$ cat src/rtl/lkvc_pkg.sv
`timescale 1ns / 1ps
// ----------------------------------------------------------------------------
// lkvc_pkg
// Shared types and constants of the LRU key-value cache core: command codes,
// sequencer states, field widths and packed stream widths.
// ----------------------------------------------------------------------------
package lkvc_pkg;

  localparam int KEY_BITS     = 32;
  localparam int VALUE_BITS   = 32;
  localparam int CMD_W        = 2;
  localparam int CFG_W        = 5;
  localparam int OCC_W        = 5;
  localparam int CAPACITY_DEF = 16;
  localparam logic [CFG_W-1:0] CFG_RESET = 5'd16;

  // Packed stream widths, rounded up to whole bytes
  localparam int IN_BITS  = CMD_W + KEY_BITS + VALUE_BITS;
  localparam int IN_W     = ((IN_BITS + 7) / 8) * 8;
  localparam int OUT_BITS = 1 + VALUE_BITS + OCC_W;
  localparam int OUT_W    = ((OUT_BITS + 7) / 8) * 8;

  typedef enum logic [CMD_W-1:0] {
    CMD_PUT    = 2'd0,
    CMD_GET    = 2'd1,
    CMD_EXISTS = 2'd2
  } cmd_t;

  typedef enum logic [2:0] {
    ST_IDLE,
    ST_SCAN,
    ST_DECIDE,
    ST_UPDATE,
    ST_RESULT
  } state_t;

endpackage

$ cat src/rtl/lru_key_value_cache_core.sv
`timescale 1ns / 1ps
// ----------------------------------------------------------------------------
// lru_key_value_cache_core
// Fully associative key-value store with least-recently-used replacement,
// walked one slot per cycle by a small sequencer.
// ----------------------------------------------------------------------------
// One transaction at a time. A scan pass reads every slot's key and rank from
// block memories, a decide state follows, and a put or a get hit then runs a
// rank rewrite pass over all slots before the result is loaded. Rank 0 is the
// most recent entry; the valid ranks always form 0 to occupancy-1, so the
// eviction victim is the entry holding the top rank. Configuration
// (capacity_in_use, 0 acts as 1, above CAPACITY acts as CAPACITY) is always
// ready. It must be written only while the core is idle; the core itself
// does not enforce this.
// ----------------------------------------------------------------------------
module lru_key_value_cache_core #(
  parameter int CAPACITY = lkvc_pkg::CAPACITY_DEF
) (
  input  logic                       clk,
  input  logic                       rst,
  // config write channel: capacity_in_use
  input  logic                       cfg_valid,
  output logic                       cfg_ready,
  input  logic [lkvc_pkg::CFG_W-1:0] cfg_data,
  // tdata: command [1:0], key [33:2], value [65:34], zero fill above
  input  logic                       s_axis_tvalid,
  output logic                       s_axis_tready,
  input  logic [lkvc_pkg::IN_W-1:0]  s_axis_tdata,
  // tdata: found [0], read_value [32:1], occupancy [37:33], zero fill above
  output logic                       m_axis_tvalid,
  input  logic                       m_axis_tready,
  output logic [lkvc_pkg::OUT_W-1:0] m_axis_tdata
);

  localparam int IDX_W = (CAPACITY > 1) ? $clog2(CAPACITY) : 1;
  localparam int CNT_W = $clog2(CAPACITY + 1);
  localparam int CMP_W = (CNT_W > lkvc_pkg::CFG_W) ? CNT_W : lkvc_pkg::CFG_W;
  localparam int KB    = lkvc_pkg::KEY_BITS;
  localparam int VB    = lkvc_pkg::VALUE_BITS;
  localparam int OW    = lkvc_pkg::OCC_W;
  localparam int KEY_LO = lkvc_pkg::CMD_W;
  localparam int VAL_LO = lkvc_pkg::CMD_W + KB;
  localparam logic [IDX_W-1:0] LAST_IDX = IDX_W'(CAPACITY - 1);

  lkvc_pkg::state_t state, state_next;

  // configuration
  logic [lkvc_pkg::CFG_W-1:0] capacity_in_use;

  // captured transaction
  logic [lkvc_pkg::CMD_W-1:0] cmd;
  logic [KB-1:0]              key_q;
  logic [VB-1:0]              value_q;

  // storage
  logic [KB-1:0]    keys  [CAPACITY];
  logic [VB-1:0]    vals  [CAPACITY];
  logic [IDX_W-1:0] ranks [CAPACITY];
  logic [CAPACITY-1:0] valid;
  logic [CNT_W-1:0]    count;

  // read side of the memories
  logic [KB-1:0]    key_rd;
  logic [VB-1:0]    val_rd;
  logic [IDX_W-1:0] rank_rd;

  // slot walker
  logic [CNT_W-1:0] idx;
  logic             pipe_valid;
  logic [IDX_W-1:0] pipe_idx;

  // scan results
  logic             hit;
  logic [IDX_W-1:0] hit_idx;
  logic [IDX_W-1:0] hit_rank;
  logic [IDX_W-1:0] old_idx;
  logic             free_found;
  logic [IDX_W-1:0] free_idx;

  // update pass control
  logic             upd_promote;
  logic [IDX_W-1:0] ins_idx;
  logic             evict_pending;
  logic [IDX_W-1:0] victim_idx;

  // result register
  logic             res_found;
  logic [VB-1:0]    res_value;
  logic [OW-1:0]    res_occ;

  // sequencer outputs
  logic issue;
  logic scan_proc;
  logic upd_proc;
  logic last_proc;
  logic in_take;
  logic out_load;

  // decision terms
  logic [CMP_W-1:0] cap_ext;
  logic [CMP_W-1:0] cap_eff;
  logic [CMP_W-1:0] count_ext;
  logic [IDX_W-1:0] top_rank;
  logic             is_put;
  logic             is_get;
  logic             need_evict;
  logic             go_update;
  logic [IDX_W-1:0] ins_sel;
  logic [IDX_W-1:0] new_rank;
  logic [CNT_W-1:0] count_after;

  assign cfg_ready = 1'b1;

  always_ff @(posedge clk) begin
    if (rst) begin
      capacity_in_use <= lkvc_pkg::CFG_RESET;
    end else if (cfg_valid && cfg_ready) begin
      capacity_in_use <= cfg_data;
    end
  end

  // --------------------------------------------------------------------------
  // decision terms
  // --------------------------------------------------------------------------
  always_comb begin
    cap_ext   = CMP_W'(capacity_in_use);
    count_ext = CMP_W'(count);
    if (cap_ext == '0) begin
      cap_eff = CMP_W'(1);
    end else if (cap_ext > CMP_W'(CAPACITY)) begin
      cap_eff = CMP_W'(CAPACITY);
    end else begin
      cap_eff = cap_ext;
    end
    top_rank   = IDX_W'(count - 1'b1);
    is_put     = (cmd == lkvc_pkg::CMD_PUT);
    is_get     = (cmd == lkvc_pkg::CMD_GET);
    need_evict = (count_ext >= cap_eff) || (count_ext == CMP_W'(CAPACITY));
    go_update  = is_put || (is_get && hit);
    // reuse the lowest free slot, the victim's slot included
    if (need_evict && (!free_found || old_idx < free_idx)) begin
      ins_sel = old_idx;
    end else begin
      ins_sel = free_idx;
    end
    count_after = evict_pending ? count - 1'b1 : count;
  end

  // rank rewrite for the slot coming out of the memory
  always_comb begin
    if (upd_promote) begin
      if (pipe_idx == hit_idx) begin
        new_rank = '0;
      end else if (valid[pipe_idx] && rank_rd < hit_rank) begin
        new_rank = rank_rd + 1'b1;
      end else begin
        new_rank = rank_rd;
      end
    end else begin
      new_rank = (pipe_idx == ins_idx) ? '0 : rank_rd + 1'b1;
    end
  end

  // --------------------------------------------------------------------------
  // sequencer
  // --------------------------------------------------------------------------
  always_ff @(posedge clk) begin
    if (rst) begin
      state <= lkvc_pkg::ST_IDLE;
    end else begin
      state <= state_next;
    end
  end

  always_comb begin
    state_next = state;
    case (state)
      lkvc_pkg::ST_IDLE:   if (s_axis_tvalid) state_next = lkvc_pkg::ST_SCAN;
      lkvc_pkg::ST_SCAN:   if (last_proc) state_next = lkvc_pkg::ST_DECIDE;
      lkvc_pkg::ST_DECIDE: begin
        state_next = go_update ? lkvc_pkg::ST_UPDATE : lkvc_pkg::ST_RESULT;
      end
      lkvc_pkg::ST_UPDATE: if (last_proc) state_next = lkvc_pkg::ST_RESULT;
      lkvc_pkg::ST_RESULT: begin
        if (!m_axis_tvalid || m_axis_tready) state_next = lkvc_pkg::ST_IDLE;
      end
      default:             state_next = lkvc_pkg::ST_IDLE;
    endcase
  end

  always_comb begin
    s_axis_tready = 1'b0;
    issue         = 1'b0;
    scan_proc     = 1'b0;
    upd_proc      = 1'b0;
    out_load      = 1'b0;
    case (state)
      lkvc_pkg::ST_IDLE: s_axis_tready = 1'b1;
      lkvc_pkg::ST_SCAN: begin
        issue     = (idx < CNT_W'(CAPACITY));
        scan_proc = pipe_valid;
      end
      lkvc_pkg::ST_UPDATE: begin
        issue    = (idx < CNT_W'(CAPACITY));
        upd_proc = pipe_valid;
      end
      lkvc_pkg::ST_RESULT: out_load = !m_axis_tvalid || m_axis_tready;
      default: ;
    endcase
  end

  assign in_take   = s_axis_tvalid && s_axis_tready;
  assign last_proc = pipe_valid && (pipe_idx == LAST_IDX);

  // --------------------------------------------------------------------------
  // memories: registered reads, writes from the sequencer
  // --------------------------------------------------------------------------
  always_ff @(posedge clk) begin
    key_rd  <= keys[idx[IDX_W-1:0]];
    rank_rd <= ranks[idx[IDX_W-1:0]];
    val_rd  <= vals[hit_idx];
    if (state == lkvc_pkg::ST_DECIDE && is_put) begin
      if (hit) begin
        vals[hit_idx] <= value_q;
      end else begin
        keys[ins_sel] <= key_q;
        vals[ins_sel] <= value_q;
      end
    end
    if (upd_proc) begin
      ranks[pipe_idx] <= new_rank;
    end
  end

  // --------------------------------------------------------------------------
  // walker and transaction capture
  // --------------------------------------------------------------------------
  always_ff @(posedge clk) begin
    if (rst) begin
      idx        <= '0;
      pipe_valid <= 1'b0;
    end else begin
      pipe_valid <= issue;
      if (in_take || state == lkvc_pkg::ST_DECIDE) begin
        idx <= '0;
      end else if (issue) begin
        idx <= idx + 1'b1;
      end
    end
  end

  always_ff @(posedge clk) begin
    pipe_idx <= idx[IDX_W-1:0];
    if (in_take) begin
      cmd     <= s_axis_tdata[lkvc_pkg::CMD_W-1:0];
      key_q   <= s_axis_tdata[KEY_LO +: KB];
      value_q <= s_axis_tdata[VAL_LO +: VB];
    end
  end

  // scan: first matching key, holder of the top rank, lowest free slot
  always_ff @(posedge clk) begin
    if (rst) begin
      hit        <= 1'b0;
      free_found <= 1'b0;
    end else if (in_take) begin
      hit        <= 1'b0;
      free_found <= 1'b0;
    end else if (scan_proc) begin
      if (valid[pipe_idx] && key_rd == key_q && !hit) begin
        hit <= 1'b1;
      end
      if (!valid[pipe_idx] && !free_found) begin
        free_found <= 1'b1;
      end
    end
  end

  always_ff @(posedge clk) begin
    if (scan_proc) begin
      if (valid[pipe_idx] && key_rd == key_q && !hit) begin
        hit_idx  <= pipe_idx;
        hit_rank <= rank_rd;
      end
      if (valid[pipe_idx] && rank_rd == top_rank) begin
        old_idx <= pipe_idx;
      end
      if (!valid[pipe_idx] && !free_found) begin
        free_idx <= pipe_idx;
      end
    end
    if (state == lkvc_pkg::ST_DECIDE) begin
      upd_promote <= hit;
      ins_idx     <= ins_sel;
    end
    // after a promote the victim is whoever still holds the top rank
    if (upd_proc && valid[pipe_idx] && pipe_idx != hit_idx && new_rank == top_rank) begin
      victim_idx <= pipe_idx;
    end
  end

  // --------------------------------------------------------------------------
  // valid bits and entry count
  // --------------------------------------------------------------------------
  always_ff @(posedge clk) begin
    if (rst) begin
      valid         <= '0;
      count         <= '0;
      evict_pending <= 1'b0;
    end else begin
      if (state == lkvc_pkg::ST_DECIDE) begin
        evict_pending <= is_put && hit && (count_ext > cap_eff);
        if (is_put && !hit) begin
          if (need_evict) begin
            // drop the victim and claim the insert slot in one update
            valid <= (valid & ~(CAPACITY'(1) << old_idx)) | (CAPACITY'(1) << ins_sel);
          end else begin
            valid[ins_sel] <= 1'b1;
            count          <= count + 1'b1;
          end
        end
      end
      if (out_load) begin
        evict_pending <= 1'b0;
        if (evict_pending) begin
          valid[victim_idx] <= 1'b0;
          count             <= count_after;
        end
      end
    end
  end

  // --------------------------------------------------------------------------
  // result register
  // --------------------------------------------------------------------------
  always_ff @(posedge clk) begin
    if (rst) begin
      m_axis_tvalid <= 1'b0;
    end else if (out_load) begin
      m_axis_tvalid <= 1'b1;
    end else if (m_axis_tready) begin
      m_axis_tvalid <= 1'b0;
    end
  end

  always_ff @(posedge clk) begin
    if (out_load) begin
      res_found <= hit;
      res_value <= (is_get && hit) ? val_rd : '0;
      res_occ   <= OW'(count_after);
    end
  end

  always_comb begin
    m_axis_tdata = '0;
    m_axis_tdata[0]            = res_found;
    m_axis_tdata[1 +: VB]      = res_value;
    m_axis_tdata[1 + VB +: OW] = res_occ;
  end

  // --------------------------------------------------------------------------
  // assertions
  // --------------------------------------------------------------------------
  a_count_matches_valid: assert property (@(posedge clk) disable iff (rst)
    CNT_W'($countones(valid)) == count)
    else $error("entry count differs from the number of valid slots");

  a_busy_after_take: assert property (@(posedge clk) disable iff (rst)
    s_axis_tvalid && s_axis_tready |=> !s_axis_tready)
    else $error("input taken again while a transaction is in flight");

  a_victim_valid: assert property (@(posedge clk) disable iff (rst)
    state == lkvc_pkg::ST_DECIDE && is_put && !hit && need_evict |-> valid[old_idx])
    else $error("eviction victim of a put miss is not a valid slot");

endmodule

$ cat config.mk
export PLATFORM = sky130hd
export DESIGN_NAME = lru_key_value_cache_core
export DESIGN_NICKNAME = d
export VERILOG_FILES = /design/src/rtl/lkvc_pkg.sv /design/src/rtl/lru_key_value_cache_core.sv
export SDC_FILE = /design/constraint.sdc
export NUM_CORES = 1
export LEC_CHECK = 0
export BUFFER_PORTS_ARGS = -buffer_cell sky130_fd_sc_hd__buf_4
export CAP_MARGIN = 20
export CORE_ASPECT_RATIO = 0.9
export CORE_MARGIN = 8
export CORE_UTILIZATION = 40
export CTS_BUF_LIST = sky130_fd_sc_hd__clkbuf_4 sky130_fd_sc_hd__clkbuf_8
export DETAILED_ROUTE_END_ITERATION = 10
export PLACE_DENSITY = 0.6
export SLEW_MARGIN = 20
export SYNTH_ARGS = -nofsm -noshare
export SYNTH_HDL_FRONTEND = slang
export SYNTH_SLANG_ARGS = --single-unit
$ cat constraint.sdc
create_clock -name clk -period 9.2 [get_ports clk]
set_input_delay 0 -clock clk [delete_from_list [all_inputs] [get_ports clk]]
set_output_delay 0 -clock clk [all_outputs]
set_load 0.01 [all_outputs]
Word level (Yosys, flattened, before mapping)
Memory sizes are Yosys's and may differ from the RTL's. A register that Yosys moved wholly into a read port is not among the register bits.
Cells that the tools add are included.
{"block": "word_totals", "regBits": 172, "ram_bits": 1088, "out_inout_bits": 43, "mem_count": 3}
{"name": "keys", "depth": 16, "width": 32, "read_ports": 1, "rd_ports_with_merged_regs": 1, "write_ports": 1, "line_no": "lru_key_value_cache_core.sv:56", "rtl": "logic [KB-1:0] keys [CAPACITY];"}
{"name": "vals", "depth": 16, "width": 32, "read_ports": 1, "rd_ports_with_merged_regs": 1, "write_ports": 1, "line_no": "lru_key_value_cache_core.sv:57", "rtl": "logic [VB-1:0] vals [CAPACITY];"}
{"name": "ranks", "depth": 16, "width": 4, "read_ports": 1, "rd_ports_with_merged_regs": 1, "write_ports": 1, "line_no": "lru_key_value_cache_core.sv:58", "rtl": "logic [IDX_W-1:0] ranks [CAPACITY];"}
{"block": "classes", "n_addsub": 4, "n_lt_le_gt_ge": 11, "n_eq_ne": 17, "shifts": 2, "n_mux": 49, "bitwise_logic": 6, "n_reduce_logical": 40}
{"op": "2-to-1 mux 16 bit", "n": 6}
{"op": "2-to-1 mux 5 bit", "n": 8}
{"op": "bitwise AND 16 bit", "n": 2}
{"op": "equality test 32 bit", "n": 1}
{"op": "2-to-1 mux 32 bit", "n": 1}
{"op": "NOT 16 bit", "n": 2}
{"op": "bitwise OR 16 bit", "n": 2}
{"op": "OR reduction 32 bit", "n": 1}
{"op": "<< shifter 1 x 4 -> 16 bit, first input constant", "n": 2}
{"op": "2-to-1 mux 4 bit", "n": 6}
{"op": "2-to-1 mux 1 bit", "n": 19}
{"op": "logical AND 1 bit", "n": 18}
{"op": "equality test 4 bit", "n": 4}
{"op": "less-than comparator 4 x 5 -> 1 bit, second input constant", "n": 3}
{"op": "2-to-1 mux 3 bit", "n": 5}
{"op": "case mux 3 bit (5 select lines)", "n": 1}
{"op": "adder 5 x 1 -> 5 bit, second input constant", "n": 2}
{"op": "demux 1 bit (select 4 bit)", "n": 2}
{"op": ">= comparator 4 x 1 -> 1 bit, second input constant", "n": 2}
{"op": "less-than comparator 4 bit", "n": 2}
{"op": "!= test 2 bit, second input constant", "n": 4}
{"op": "OR reduction 2 bit", "n": 4}
{"op": "equality test 3 x 2 -> 1 bit, second input constant", "n": 2}
{"op": "AND reduction 2 bit", "n": 3}
{"op": "20 further kinds", "n": 27}

Longest topological paths before layout
{"block": "logic_depth", "depth_word": 19, "mapped_depth": 12, "ltp_nobuf": 12}

Worst setup path after synthesis
OpenSTA, ideal clock, no wires.
{"block": "synth_path", "kind": "register to register", "start": "register count[0]", "end": "memory vals[5][0] (netlist bit) (enable)", "setup_ps": 513, "arrival_ps": 5926, "required_ps": 8687, "slack_ps": 2761, "stages_incl_launch_ff": 12, "path_buffers": 2, "period_less_slack_ps": 6439, "cell_sequence": "dfxtp_1 > clkbuf_1 > inv_1 > ha_1 > nor3b_1 > a32oi_1 > and3_1 > a21oi_1 > mux2_2 > mux2_2 > buf_2 > nor4b_1"}
{"block": "synth_via", "elab_chain_len": 5, "elab_cells_between_ends": 6, "classes_between": "1 x order compare; 1 x eq/ne; 2 x mux; 2 x reduce/logical"}
{"element": "start, declared", "line_no": "lru_key_value_cache_core.sv:60", "rtl": "logic [CNT_W-1:0] count;"}
{"element": "start signal, assigned", "line_no": "lru_key_value_cache_core.sv:319", "rtl": "count <= count + 1'b1;"}
{"element": "start signal, assigned", "line_no": "lru_key_value_cache_core.sv:327", "rtl": "count <= count_after;"}
{"element": ">= comparator 5 bit or equality test 5 bit (tied branches)", "line_no": "lru_key_value_cache_core.sv:138", "rtl": "need_evict = (count_ext >= cap_eff) || (count_ext == CMP_W'(CAPACITY));"}
{"element": "logical OR 1 bit (*)", "line_no": "lru_key_value_cache_core.sv:138"}
{"element": "logical AND 1 bit (*)", "line_no": "lru_key_value_cache_core.sv:141", "rtl": "if (need_evict && (!free_found || old_idx < free_idx)) begin"}
{"element": "2-to-1 mux 4 bit (*)", "line_no": "lru_key_value_cache_core.sv:141"}
{"element": "named net ins_sel[1]", "line_no": "lru_key_value_cache_core.sv:108", "rtl": "logic [IDX_W-1:0] ins_sel;"}
{"element": "2-to-1 mux 4 bit (no source line) (*)"}
{"element": "end, declared", "line_no": "lru_key_value_cache_core.sv:57"}
Mark *: on every way through the listed nets, which the timed path passes. The rest lies on a longest branch.

Worst setup path after layout
{"block": "layout_path", "start": "register count[0]", "end": "memory vals[6][13] (netlist bit) (enable)"}
Same word-level chain as after synthesis.

==> qor.csv <==
metric,value,unit
status,"finished, final reports clean",
synth-async-reset-ratio,0,%
drt_iter0_drc,2162,
die_x,389,um
setup_ws,4.69,ns
clockRootBuffer,clkbuf_8,
clk_latency,0.88,ns
slowest_stage,mux2i_1,
drv_cap,0,
crit_buf_inv,4,
vias_per_cell,5.33,
synth.avg_cell_area,22.3,um2
cts_setup_buffers,0,
htreeDepth,4,
final_nets,2762,
drc,0,
synth_edf_count,1217,
ioPinCount,125,
hold_ws,0.0937,ns
cp_top_family,buffers and inverters,
cts_tree,built,
hold_violations,0,
grt_max_degree,113,
totalWireLength,111000,um
finalClockSkew,0.0590,ns
use_met3,2.72,%
relSlewSlack,26.3,%
busiest_layer,met2,
multi_input_area,0.0108,mm2
worstPathMaxFanout,32,
power_density,203,mW/mm2
seq_area_frac_synth,77.6,%
cp_cell_sequence,inv_1 -> ha_1 -> nor3b_1 -> a32oi_1 -> and3_1 -> a21oi_1 -> buf_4 -> mux2i_1 -> inv_1 -> a21o_1 -> nor4b_2 -> buf_4,
port_buffers,115,
use_met1,21.8,%
setup_viol,0,
ir_drop,146,uV
rsz0062_at_grt,no,
grt_pass1_vias,25200,
tightest_slew,1.10,ns
pre_cts_ws,4.76,ns
final_cell_mix,"edfxtp_1, mux4_2, clkbuf_8",
drive_gt1_share,31.7,%
syn_area,0.0500,mm2
drtAntennaViolNets,0,
dp_hpwl,54900,um
antenna_found_initial,5,
worst_ep_arrival_time,4.99,ns
fmax,222,MHz
end_kind,register,
grt_pass1_wl,164000,um
vias,23800,
hold_class,in2reg,
place_congestion,0.819,
cts.reportedPaths.clkPinSlew,0.06,ns
clock_path_buffers,3,
cp_slowest_stage_delay,0.72,ns
rows,123,
crit_type,reg2reg,
slew_violations,0,
synthFlopType,edfxtp_1,
nFillCells,10000,
avgRoutedWirePerCell,24.8,um
die_area,0.136,mm2
synth_cells,2243,
synth.distinct_cells,55,
ys.warnings.count,0,
seqCellArea,0.0388,mm2
p_leak,19.0,nW
cp.required,9.68,ns
core_area,0.125,mm2
tns,0,ns
final_common_cell,edfxtp_1,
grt_overflow_total,0,
drt_first_pass_iters,5,
fin_crit,4.51,ns
cts_num_sinks,1328,
areaGrowthSynthToFinish,17.6,%
ys_ff_latch,1328,
fin_crit_sh,49.0,%
met2_usage,26.9,%
cts_buffers,205,
initial_core_util,40.1,%
grt_usage,16.1,%
dieHeight,351,um
worstSetupStartpointType,register,
-- timing repair --
item,in CTS,in global routing
gates resized for setup,0,0
hold buffers,156,0
hold endpoints to repair,128,0
-- cell usage after synthesis (all sizes together), types with 2 or more instances --
library cell	n	area (um2)
a21o	4	30.0
or2	2	12.5
clkbuf	65	244
xor2	37	324
nand3	27	135
o221a	2	31.3
nand2b	6	37.5
xnor2	24	210
a211o	2	17.5
mux2i	14	140
nor3b	5	37.5
mux4	345	7780
a21oi	14	70.1
a31oi	4	25.0
o211ai	3	22.5
dfxtp	111	2220
and2	36	225
inv	33	124
edfxtp	1217	36500
o2111a	2	22.5
nor2b	10	62.6
a221oi	16	140
a32oi	2	17.5
a2111oi	2	17.5
conb	2	7.51
and3	10	62.6
ha	15	188
mux2	6	67.6
or3	3	18.8
nand3b	5	37.5
o21a	4	30.0
nand4	8	50.1
buf	41	185
nand2	41	154
nor3	20	100
nor2	47	176
o21ai	25	136
nor4b	10	87.6
nor4	13	81.3
-- cell families (layout without fill, tap and decap cells) --
group	Yosys count	in the layout	share of synthesized area [%]
DFF	1328	1328	77.6
muxes	365	365	16.0
and+or+nand+nor	245	245	2.60
buffers and inverters	139	734	1.11
AOI/OAI and AO/OA	88	88	1.25
xor gates and xnor gates	61	61	1.07
adders and majority gates	15	15	0.376
other	2	5	0.0150
-- where the power goes --
group          internal, mW  switching [mW]  total, mW
sequential             6.61          0.0799       6.69
clock                  2.71            2.25       4.97
combinational         0.155           0.116      0.272
-- area by class of cell --
cell class                 count  share of cell area [%]
clock buffer                 308                    6.41
clock inverter                73                   0.841
timing repair buffer         320                    4.77
multi-input combinational    777                    18.3
sequential                  1328                    66.0
antenna                        2                 0.00852
inverter                      33                   0.211
tap                         1625                    3.46
-- path summary, 6_finish.rpt --
kind	start	to	slack (ns)	cells after the start
max	count[0]$_SDFF_PP0_	vals[6][13]$_DFFE_PP_	4.69	12
min	m_axis_tready	state[2]$_SDFFE_PP0P_	0.09	5
max reg2reg	count[0]$_SDFF_PP0_	vals[6][13]$_DFFE_PP_	4.69	12
min reg2reg	idx[2]$_SDFFE_PP0P_	pipe_idx[2]$_DFF_P_	0.47	0
-- worst register-to-register path, delay by kind of cell, from the launching register on --
family,cells,cell delay [ns]
and+or+nand+nor,3,0.82
muxes,1,0.73
AOI/OAI and AO/OA,3,0.52
DFF,1,0.44
adders and majority gates,1,0.26
buffers and inverters,4,1.35
-- state kept, by name (all words and copies together), names as in the netlist, 5 cells and up --
| name | cells |
|---|---|
| vals | 512 |
| res_occ | 5 |
| res_value | 32 |
| ranks | 64 |
| count | 5 |
| key_q | 32 |
| keys | 512 |
| cap_ext | 5 |
| value_q | 32 |
| idx | 5 |
| val_rd | 32 |
| valid | 16 |
| key_rd | 32 |
-- routing by layer --
metal	vias up	wire, um
met3	163	6670
met2	808	55000
met5	-	8
met4	2	2250
li1	10200	-
met1	12600	46900
-- metrics by stage --
stage	std cells	area, um2	utilization (%)	power (mW)
after global placement	3927	52900	42.5	7.03
final	4466	58800	47.2	11.9
after global routing	4466	58800	47.2	12.3
after floorplan	2244	50000	-	6.93
after CTS	4464	58800	47.2	12.1
after detailed placement	3927	52900	42.5	7.04
No activity file was read; power rests on OpenSTA's default activity.
